## src/rtl/itbd_pkg.sv

```systemverilog
// Shared types and constants for the integer to base digits converter.
// No dependencies; used by controller, datapath and top level.
`timescale 1ns / 1ps

package itbd_pkg;

   localparam int DIGIT_W = 6;
   localparam int CHAR_W  = 7;

   localparam logic [DIGIT_W-1:0] RADIX_MIN = 6'd2;
   localparam logic [DIGIT_W-1:0] RADIX_MAX = 6'd36;

   localparam logic [CHAR_W-1:0] ASCII_ZERO   = 7'h30;
   // 'a' - 10: added to digit values 10..35
   localparam logic [CHAR_W-1:0] ASCII_LETTER = 7'h57;
   localparam logic [CHAR_W-1:0] CHAR_NONE    = 7'h00;

   typedef enum logic [1:0] {
      ST_IDLE,
      ST_CONV,
      ST_EMIT,
      ST_BAD
   } state_type;

   typedef struct packed {
      logic load;
      logic conv_step;
      logic emit_step;
      logic flag_bad;
   } cmd_type;

   typedef struct packed {
      logic radix_bad;
      logic count_last;
      logic emit_hit;
   } stat_type;

   function automatic logic [CHAR_W-1:0] digit_to_char(input logic [DIGIT_W-1:0] d);
      logic [CHAR_W-1:0] dx;
      dx = {1'b0, d};
      if (d < 6'd10) begin
         digit_to_char = ASCII_ZERO + dx;
      end else begin
         digit_to_char = ASCII_LETTER + dx;
      end
   endfunction

endpackage

```

## src/rtl/itbd_datapath.sv

```systemverilog
// Datapath: value shift register, base-radix digit register file with a
// doubling carry chain, step counter and character output.
// Depends on itbd_pkg.
`timescale 1ns / 1ps

module itbd_datapath #(
   parameter int VALUE_BITS = 64
) (
   input  logic                      clock,
   input  logic                      reset,
   input  itbd_pkg::cmd_type         cmd,
   output itbd_pkg::stat_type        stat,
   input  logic [VALUE_BITS-1:0]     req_number,
   input  logic [5:0]                req_radix,
   output logic [6:0]                rsp_digit_char
);

   localparam int CW = $clog2(VALUE_BITS);
   localparam int DW = itbd_pkg::DIGIT_W;

   logic [VALUE_BITS-1:0] value_ff, value_in;
   logic [DW-1:0]         radix_ff, radix_in;
   logic [DW-1:0]         digit_ff [VALUE_BITS];
   logic [DW-1:0]         digit_in [VALUE_BITS];
   logic [DW-1:0]         conv_digit [VALUE_BITS];
   logic [VALUE_BITS:0]   carry;
   logic [CW-1:0]         count_ff, count_in;
   logic                  started_ff, started_in;
   logic [DW-1:0]         top_digit;
   logic                  count_last;

   assign top_digit  = digit_ff[VALUE_BITS-1];
   assign count_last = (count_ff == CW'(VALUE_BITS - 1));

   // Each cell computes 2*d + carry_in mod radix; carry out selected from
   // both precomputed compares so the chain is one mux per digit.
   assign carry[0] = value_ff[VALUE_BITS-1];

   for (genvar i = 0; i < VALUE_BITS; i++) begin : g_cell
      logic [DW:0] dbl;
      logic [DW:0] sum;
      logic [DW:0] rad;
      logic        ge0, ge1;
      assign dbl = {digit_ff[i], 1'b0};
      assign rad = {1'b0, radix_ff};
      assign ge0 = (dbl >= rad);
      assign ge1 = ({dbl[DW:1], 1'b1} >= rad);
      assign carry[i+1] = carry[i] ? ge1 : ge0;
      assign sum = {dbl[DW:1], carry[i]} - (carry[i+1] ? rad : '0);
      assign conv_digit[i] = sum[DW-1:0];
   end

   always_comb begin
      value_in   = value_ff;
      radix_in   = radix_ff;
      count_in   = count_ff;
      started_in = started_ff;
      for (int i = 0; i < VALUE_BITS; i++) begin
         digit_in[i] = digit_ff[i];
      end
      if (cmd.load) begin
         value_in   = req_number;
         radix_in   = req_radix;
         count_in   = '0;
         started_in = 1'b0;
         for (int i = 0; i < VALUE_BITS; i++) begin
            digit_in[i] = '0;
         end
      end else if (cmd.conv_step) begin
         value_in = {value_ff[VALUE_BITS-2:0], 1'b0};
         count_in = count_last ? '0 : count_ff + CW'(1);
         for (int i = 0; i < VALUE_BITS; i++) begin
            digit_in[i] = conv_digit[i];
         end
      end else if (cmd.emit_step) begin
         count_in   = count_last ? '0 : count_ff + CW'(1);
         started_in = started_ff | (top_digit != '0);
         digit_in[0] = '0;
         for (int i = 1; i < VALUE_BITS; i++) begin
            digit_in[i] = digit_ff[i-1];
         end
      end
   end

   always_ff @(posedge clock) begin
      if (reset) begin
         count_ff   <= '0;
         started_ff <= 1'b0;
      end else begin
         count_ff   <= count_in;
         started_ff <= started_in;
      end
   end

   always_ff @(posedge clock) begin
      value_ff <= value_in;
      radix_ff <= radix_in;
      for (int i = 0; i < VALUE_BITS; i++) begin
         digit_ff[i] <= digit_in[i];
      end
   end

   assign stat.radix_bad  = (req_radix < itbd_pkg::RADIX_MIN) ||
                            (req_radix > itbd_pkg::RADIX_MAX);
   assign stat.count_last = count_last;
   // leading zeros are skipped; the final slot always emits (zero value)
   assign stat.emit_hit   = started_ff || (top_digit != '0) || count_last;

   assign rsp_digit_char = cmd.flag_bad ? itbd_pkg::CHAR_NONE
                                        : itbd_pkg::digit_to_char(top_digit);

endmodule

```

## src/rtl/itbd_controller.sv

```systemverilog
// Controller: sequences load, conversion, digit emission and the bad-radix
// result. Depends on itbd_pkg.
`timescale 1ns / 1ps

module itbd_controller (
   input  logic               clock,
   input  logic               reset,
   input  logic               start,
   output logic               busy,
   input  itbd_pkg::stat_type stat,
   output itbd_pkg::cmd_type  cmd,
   output logic               rsp_valid,
   output logic               rsp_last_digit,
   output logic               rsp_bad_radix
);

   itbd_pkg::state_type state_ff, state_in;

   always_comb begin
      state_in = state_ff;
      unique case (state_ff)
         itbd_pkg::ST_IDLE: begin
            if (start) begin
               state_in = stat.radix_bad ? itbd_pkg::ST_BAD : itbd_pkg::ST_CONV;
            end
         end
         itbd_pkg::ST_CONV: begin
            if (stat.count_last) state_in = itbd_pkg::ST_EMIT;
         end
         itbd_pkg::ST_EMIT: begin
            if (stat.count_last) state_in = itbd_pkg::ST_IDLE;
         end
         itbd_pkg::ST_BAD: begin
            state_in = itbd_pkg::ST_IDLE;
         end
         default: state_in = itbd_pkg::ST_IDLE;
      endcase
   end

   always_comb begin
      cmd            = '0;
      busy           = 1'b1;
      rsp_valid      = 1'b0;
      rsp_last_digit = 1'b0;
      rsp_bad_radix  = 1'b0;
      unique case (state_ff)
         itbd_pkg::ST_IDLE: begin
            busy     = 1'b0;
            cmd.load = start;
         end
         itbd_pkg::ST_CONV: begin
            cmd.conv_step = 1'b1;
         end
         itbd_pkg::ST_EMIT: begin
            cmd.emit_step  = 1'b1;
            rsp_valid      = stat.emit_hit;
            rsp_last_digit = stat.count_last;
         end
         itbd_pkg::ST_BAD: begin
            cmd.flag_bad   = 1'b1;
            rsp_valid      = 1'b1;
            rsp_last_digit = 1'b1;
            rsp_bad_radix  = 1'b1;
         end
         default: begin
            busy = 1'b1;
         end
      endcase
   end

   always_ff @(posedge clock) begin
      if (reset) begin
         state_ff <= itbd_pkg::ST_IDLE;
      end else begin
         state_ff <= state_in;
      end
   end

endmodule

```

## src/rtl/integer_to_base_digits.sv

```systemverilog
// Top level of the integer to base digits converter: controller plus datapath.
// Depends on itbd_pkg, itbd_controller, itbd_datapath.
//
//   channel   ports                                           transfer
//   request   start, busy, req_number, req_radix              start && !busy
//   result    rsp_valid, rsp_digit_char, rsp_last_digit,      rsp_valid, one cycle
//             rsp_bad_radix
//
// A valid radix is converted by bit-serial doubling into the digit registers
// (one mux per digit in the carry chain), then the digits are shifted out
// through the emit slots, leading zeros dropped.
// A radix outside 2..36 gives its single flagged result.
// Reset clears the state machine, step counter and started flag; nothing else needs it.
// The receiver cannot stall: each result is shown for exactly one cycle.
`timescale 1ns / 1ps

module integer_to_base_digits #(
   parameter int VALUE_BITS = 64
) (
   input  logic               clock,
   input  logic               reset,
   input  logic               start,
   output logic               busy,
   input  logic signed [63:0] req_number,
   input  logic [5:0]         req_radix,
   output logic               rsp_valid,
   output logic [6:0]         rsp_digit_char,
   output logic               rsp_last_digit,
   output logic               rsp_bad_radix
);

   itbd_pkg::cmd_type  cmd;
   itbd_pkg::stat_type stat;

   itbd_controller u_ctrl (
      .clock          (clock),
      .reset          (reset),
      .start          (start),
      .busy           (busy),
      .stat           (stat),
      .cmd            (cmd),
      .rsp_valid      (rsp_valid),
      .rsp_last_digit (rsp_last_digit),
      .rsp_bad_radix  (rsp_bad_radix)
   );

   itbd_datapath #(
      .VALUE_BITS (VALUE_BITS)
   ) u_dp (
      .clock          (clock),
      .reset          (reset),
      .cmd            (cmd),
      .stat           (stat),
      .req_number     (req_number[VALUE_BITS-1:0]),
      .req_radix      (req_radix),
      .rsp_digit_char (rsp_digit_char)
   );

   a_rsp_only_busy: assert property (@(posedge clock) disable iff (reset)
      rsp_valid |-> busy)
      else $error("result strobe while idle");

   a_start_goes_busy: assert property (@(posedge clock) disable iff (reset)
      (start && !busy) |=> busy)
      else $error("accepted request did not raise busy");

   a_last_frees: assert property (@(posedge clock) disable iff (reset)
      (rsp_valid && rsp_last_digit) |=> !busy)
      else $error("still busy after final result");

   a_bad_is_final: assert property (@(posedge clock) disable iff (reset)
      rsp_bad_radix |-> (rsp_valid && rsp_last_digit && rsp_digit_char == 7'h00))
      else $error("flagged result malformed");

endmodule
```

## config.mk

```make
export PLATFORM = sky130hd
export DESIGN_NAME = integer_to_base_digits
export DESIGN_NICKNAME = d
export VERILOG_FILES = /design/src/rtl/itbd_pkg.sv /design/src/rtl/itbd_datapath.sv /design/src/rtl/itbd_controller.sv /design/src/rtl/integer_to_base_digits.sv
export SDC_FILE = /design/constraint.sdc
export NUM_CORES = 2
export LEC_CHECK = 0
export ABC_CLOCK_PERIOD_IN_PS = 45400
export BUFFER_PORTS_ARGS = -buffer_cell sky130_fd_sc_hd__clkbuf_2
export CAP_MARGIN = 20
export CORE_MARGIN = 1.5
export CORE_UTILIZATION = 65
export DETAILED_ROUTE_END_ITERATION = 8
export GPL_ROUTABILITY_DRIVEN = 0
export PLACE_DENSITY = 0.82
export SETUP_SLACK_MARGIN = 0.5
export SLEW_MARGIN = 15
export SYNTH_ARGS = -nofsm -noshare
export SYNTH_HDL_FRONTEND = slang
export SYNTH_HIERARCHICAL = 1
export SYNTH_SLANG_ARGS = --single-unit
```

## constraint.sdc

```tcl
create_clock -name clock -period 45.4 [get_ports clock]
set_input_delay 11.35 -clock clock [delete_from_list [all_inputs] [get_ports clock]]
set_output_delay 11.35 -clock clock [all_outputs]
set_load 0.05 [all_outputs]
```

* After elaboration in Yosys (flattened, before gate mapping) *
Memories as Yosys holds them, arrays and structs flattened.
Index checks and enable logic that the tools add are counted.

cells by class
  muxes and demuxes = 150
  reductions and logical operators = 10
  shift-type cells = 0
  add/subtract/negate cells = 67
  multiply operators = 0
  equal/unequal tests = 7
  bitwise operators = 2
  magnitude comparators = 131
  divide/modulo/power cells = 0

operators with widths
  cell                 count
  $mux 384             3
  $ge 7x6->1           128
  $mux 6               67
  $sub 6x6->6          64
  $mux 64              2
  $mux 1               69
  $mux 7               2
  $mux 2               4
  $pmux 2 s4           1
  $add 6x6->7 const A  1
  $add 7x6->7 const A  1
  $add 6x1->6 const B  1
  $eq 6x6->1 const B   1
  $gt 6x6->1 const B   1
  $lt 6x2->1 const B   1
  $lt 6x4->1 const B   1
  $reduce_bool 6->1    1
  $eq 2x2->1 const B   2
  $ne 2x1->1 const B   2
  $pmux 1 s2           2
  $reduce_bool 2->1    2
  $logic_or 1x1->1     3
  $reduce_and 3->1     1
  $eq 2x1->1 const B   1
  6 further kinds      6

word-level totals
  ROM bits = 0
  RAM bits = 384
  input port bits = 73
  memories = 1
  output and inout bits = 11
  bits in latches = 0
  logic and storage cells = 373
  register bits after elaboration = 79

memories
  name           depth  bits a word  read ports  clocked after Yosys merged registers in  wr ports  RTL line             source
  u_dp.digit_ff  64     6            64          0                                        64        itbd_datapath.sv:23  logic [DW-1:0] digit_ff [VALUE_BITS];

* Longest topological paths before layout *
An unclocked memory read counts as a cell.

  depth in word-level cells = 70
  depth in mapped cells = 92
  mapped depth without buffers = 87

* Modules after synthesis *
Netlist, hierarchy kept.

modules (own cells, without submodules)
  module           cells each  area an instance (sq um)  seq. area each (sq um)  times used
  itbd_datapath    5169        44351.3                   9929.5                  1
  itbd_controller  17          153.9                     40.0                    1

* Worst setup path after synthesis *
OpenSTA, ideal clock, no wires.

  path kind = register to register
  start point = reg u_dp.radix_ff[1]
  end point = mem u_dp/digit_ff[1][191] in the netlist's numbering
  clock period less this slack = 20.780 ns
  setup time = 0.128 ns
  arrival = 20.652 ns
  stages on the path, launching flop included = 92
  setup slack = 24.620 ns
  path buffers = 5
  required time = 45.272 ns
  cells stage by stage = edfxtp_1 > clkbuf_1 > clkbuf_1 > inv_1 > ha_1 > a21bo_1 > a211oi_2 > o21ai_2 > a211o_4 > inv_4 > mux2i_4 > inv_2 > a22oi_2 > inv_2 > a221o_1 > and2_1 > buf_6 > clkinv_4 > [... 56 more ...] > mux2i_4 > nor3_1 > or4b_1 > o211ai_1 > a31oi_1 > or2_1 > buf_6 > nand2_1 > ha_1 > nor2b_1 > o21ai_0 > nand2b_1 > a21o_1 > a21oi_1 > xnor2_1 > nor4_1 > o21ai_0 > o211ai_2

RTL lines
  what                      RTL line             source
  start: declaration        itbd_datapath.sv:22  logic [DW-1:0] radix_ff, radix_in;
  start signal: assignment  itbd_datapath.sv:97  radix_ff <= radix_in;
  end: declaration          itbd_datapath.sv:23

==> reports/results.ini <==
[timing]
final.setup.tns_ns = 0
tightest_slew_ns = 1.17
fin_crit_ns = 21.90
clock_skew_ns = 0.0314
rsz0062_at_grt = no
max_slew_margin = 0.220
drv_slew = 0
fin_crit_sh = 0.482
setup_viol = 0
max_freq_mhz = 45.7
hold_viol = 0

[global_routing]
grt_use_met3 = 0.0430
antenna_found_initial = 1
grt_max_degree = 229
overflow = 0
grtUsageMet2 = 0.551
grt.busiest_layer = met2
grt_pass1_wl_mm = 190
track_usage = 0.323
first_global_vias = 38000
grt_use_met1 = 0.418

[critical_path]
worst_ep_required_time_ns = 45.91
crit_path_end_kind = flip-flop
path_max_fanout = 21
cp-start-kind = flip-flop
worstPathArrival_ns = 22.41
crit_top_cell = inv_2
crit_type = reg -> reg
max_stage_delay_ns = 0.97
cp_slowest_cell = edfxtp_1
r2r_cells = 86

[layout]
stdcell_area_mm2 = 0.0471
drive_above_1_share = 0.0643
final_nets = 5932
areaGrowthSynthToFinish_pct = 5.92
n_fill_cell = 5299

[clocking]
cts_hold_buf = 0
root_buffer = clkbuf_16
cts_buffers = 57
cts_resized = 0
clkLatencyLatePin_ns = 0.65
path_clk_slew_ns = 0.05
cts_tree = built
clock_path_buffers = 3
clock-sinks = 463
htree_num_levels = 2
cts_setup_buffers = 0

[synth]
synth_cells = 5186
synthesis.nets = 6033
synth.most_common_cell = ha_1
synth_edf_count = 70
yosysWarnings = 6
synth_ff_type = dfxtp_1
ys_seq_area_frac = 0.224
synth_commonest_cells = ha_1 (710), a211oi_1 (634), nand2_1 (567)
synthDistinctLibCells = 96
postSynth.asyncResetShare = 0
netlist_area_mm2 = 0.0445
synth_area_leaders = ha_1 (20%), dfxtp_1 (18%), a211oi_1 (11%)
ys_ff_latch = 463
synth_top_area_frac = 0.200
syn_avg_cell_area_um2 = 8.58
yosys.area.top_type = ha_1

[detailed_routing]
wl_mm = 115
drc = 0
drt_iter0_drc = 2867
antenna_left = 0
viasPerCell = 6.36
vias = 38200
wl_per_cell_um = 19.1
dr.pass1.iters = 6

[hold_path]
hold_depth = 2
hp-class = reg -> reg

[placement]
hpwl_mm = 74.0
place_area_mm2 = 0.0453
port_buffers = 83

[die]
rows = 95
dieWidth_um = 265
io_pins = 84
die_h_um = 265
coreArea_mm2 = 0.0675
initial_core_util = 0.659
die_area_mm2 = 0.0700

[flow_run]
drv_cap = 0

[run_status]
outcome = finished clean

==> flip-flops by register name, summed over array words and instances, names as in the netlist <==
signal / cells
u_ctrl/state_ff: 2
u_dp/digit_ff: 384
u_dp/value_ff: 64
u_dp/count_ff: 6
u_dp/radix_ff: 6
u_dp/started_ff: 1
==> logic make-up (layout without fill, tap and decap cells) <==
family | Yosys count | after routing | share of synthesized area
fa+ha+maj | 774 | 774 | 0.228
xor+xnor | 327 | 327 | 0.0644
buf+inv | 582 | 527 | 0.0498
compound gates | 1500 | 1500 | 0.244
mux | 153 | 153 | 0.0372
other cells | 0 | 1 | 0
simple gates | 1387 | 1387 | 0.153
flops | 463 | 463 | 0.224
==> cell usage in the layout, fill, tap and decap left out, types with 82 or more instances in the layout <==
cell type | synthesis | layout
nor2b_1 | 307 | 307
inv_1 | 285 | 281
a21oi_1 | 241 | 241
o211a_1 | 85 | 85
nand2_1 | 567 | 567
clkbuf_2 | 0 | 83
mux2i_1 | 82 | 82
o21ai_0 | 106 | 106
xnor2_1 | 250 | 250
ha_1 | 710 | 710
dfxtp_1 | 393 | 393
a21o_1 | 244 | 244
nor2_1 | 262 | 261
a211oi_1 | 634 | 634
==> area by class of cell <==
type | instances | area [µm²] | share of cell area
clock inverters | 11 | 103 | 0.00218
well taps | 873 | 1090 | 0.0232
inverters | 299 | 1150 | 0.0244
repair buffers | 123 | 788 | 0.0167
flip-flops and latches | 463 | 9970 | 0.211
diodes | 1 | 2.50 | 0.0000531
multi-input cells | 4141 | 32300 | 0.686
clock buffers | 94 | 1710 | 0.0362
==> per-stage QoR <==
stage,hold slack (ns),utilization,setup slack (ns),cells
floorplan,0.476,-,24.62,5186
global placement,0.499,0.671,24.66,5898
detailed placement,0.504,0.671,23.98,5898
CTS,0.519,0.698,23.90,6003
global route,0.556,0.698,22.20,6004
finish,0.514,0.698,23.50,6005
==> routing by layer <==
metal  routed length, µm  vias up
met2               53200     1131
met3                6840      292
met4                3720        2
met1               51100    18300
met5                  19        -
li1                    -    18500
==> worst max-delay path, delay by kind of cell, from the launching register on <==
kind                     cells  cell delay, ns
buffers and inverters       11            1.52
multiplexers                 9            2.29
AO/OA/AOI/OAI               35            9.40
flip-flops                   1            0.97
XOR/XNOR                     1            0.19
adder cells (fa/ha/maj)      2            0.64
AND/OR/NAND/NOR             28            6.70
==> path summary, 6_finish.rpt <==
check,start,to,slack (ns)
hold reg to reg,u_dp/count_ff[5]$_SDFFE_PP0P_,u_dp/count_ff[5]$_SDFFE_PP0P_,0.51
hold / removal,u_dp/count_ff[5]$_SDFFE_PP0P_,u_dp/count_ff[5]$_SDFFE_PP0P_,0.51
setup reg to reg,u_dp/radix_ff[4]$_DFFE_PP_,u_dp/digit_ff[1][191]$_SDFFE_PP0P_,23.50
setup / recovery,u_dp/radix_ff[4]$_DFFE_PP_,u_dp/digit_ff[1][191]$_SDFFE_PP0P_,23.50
Power is not shown: default switching activity piles up to over one toggle a cycle in this logic, so the estimate is an artifact.
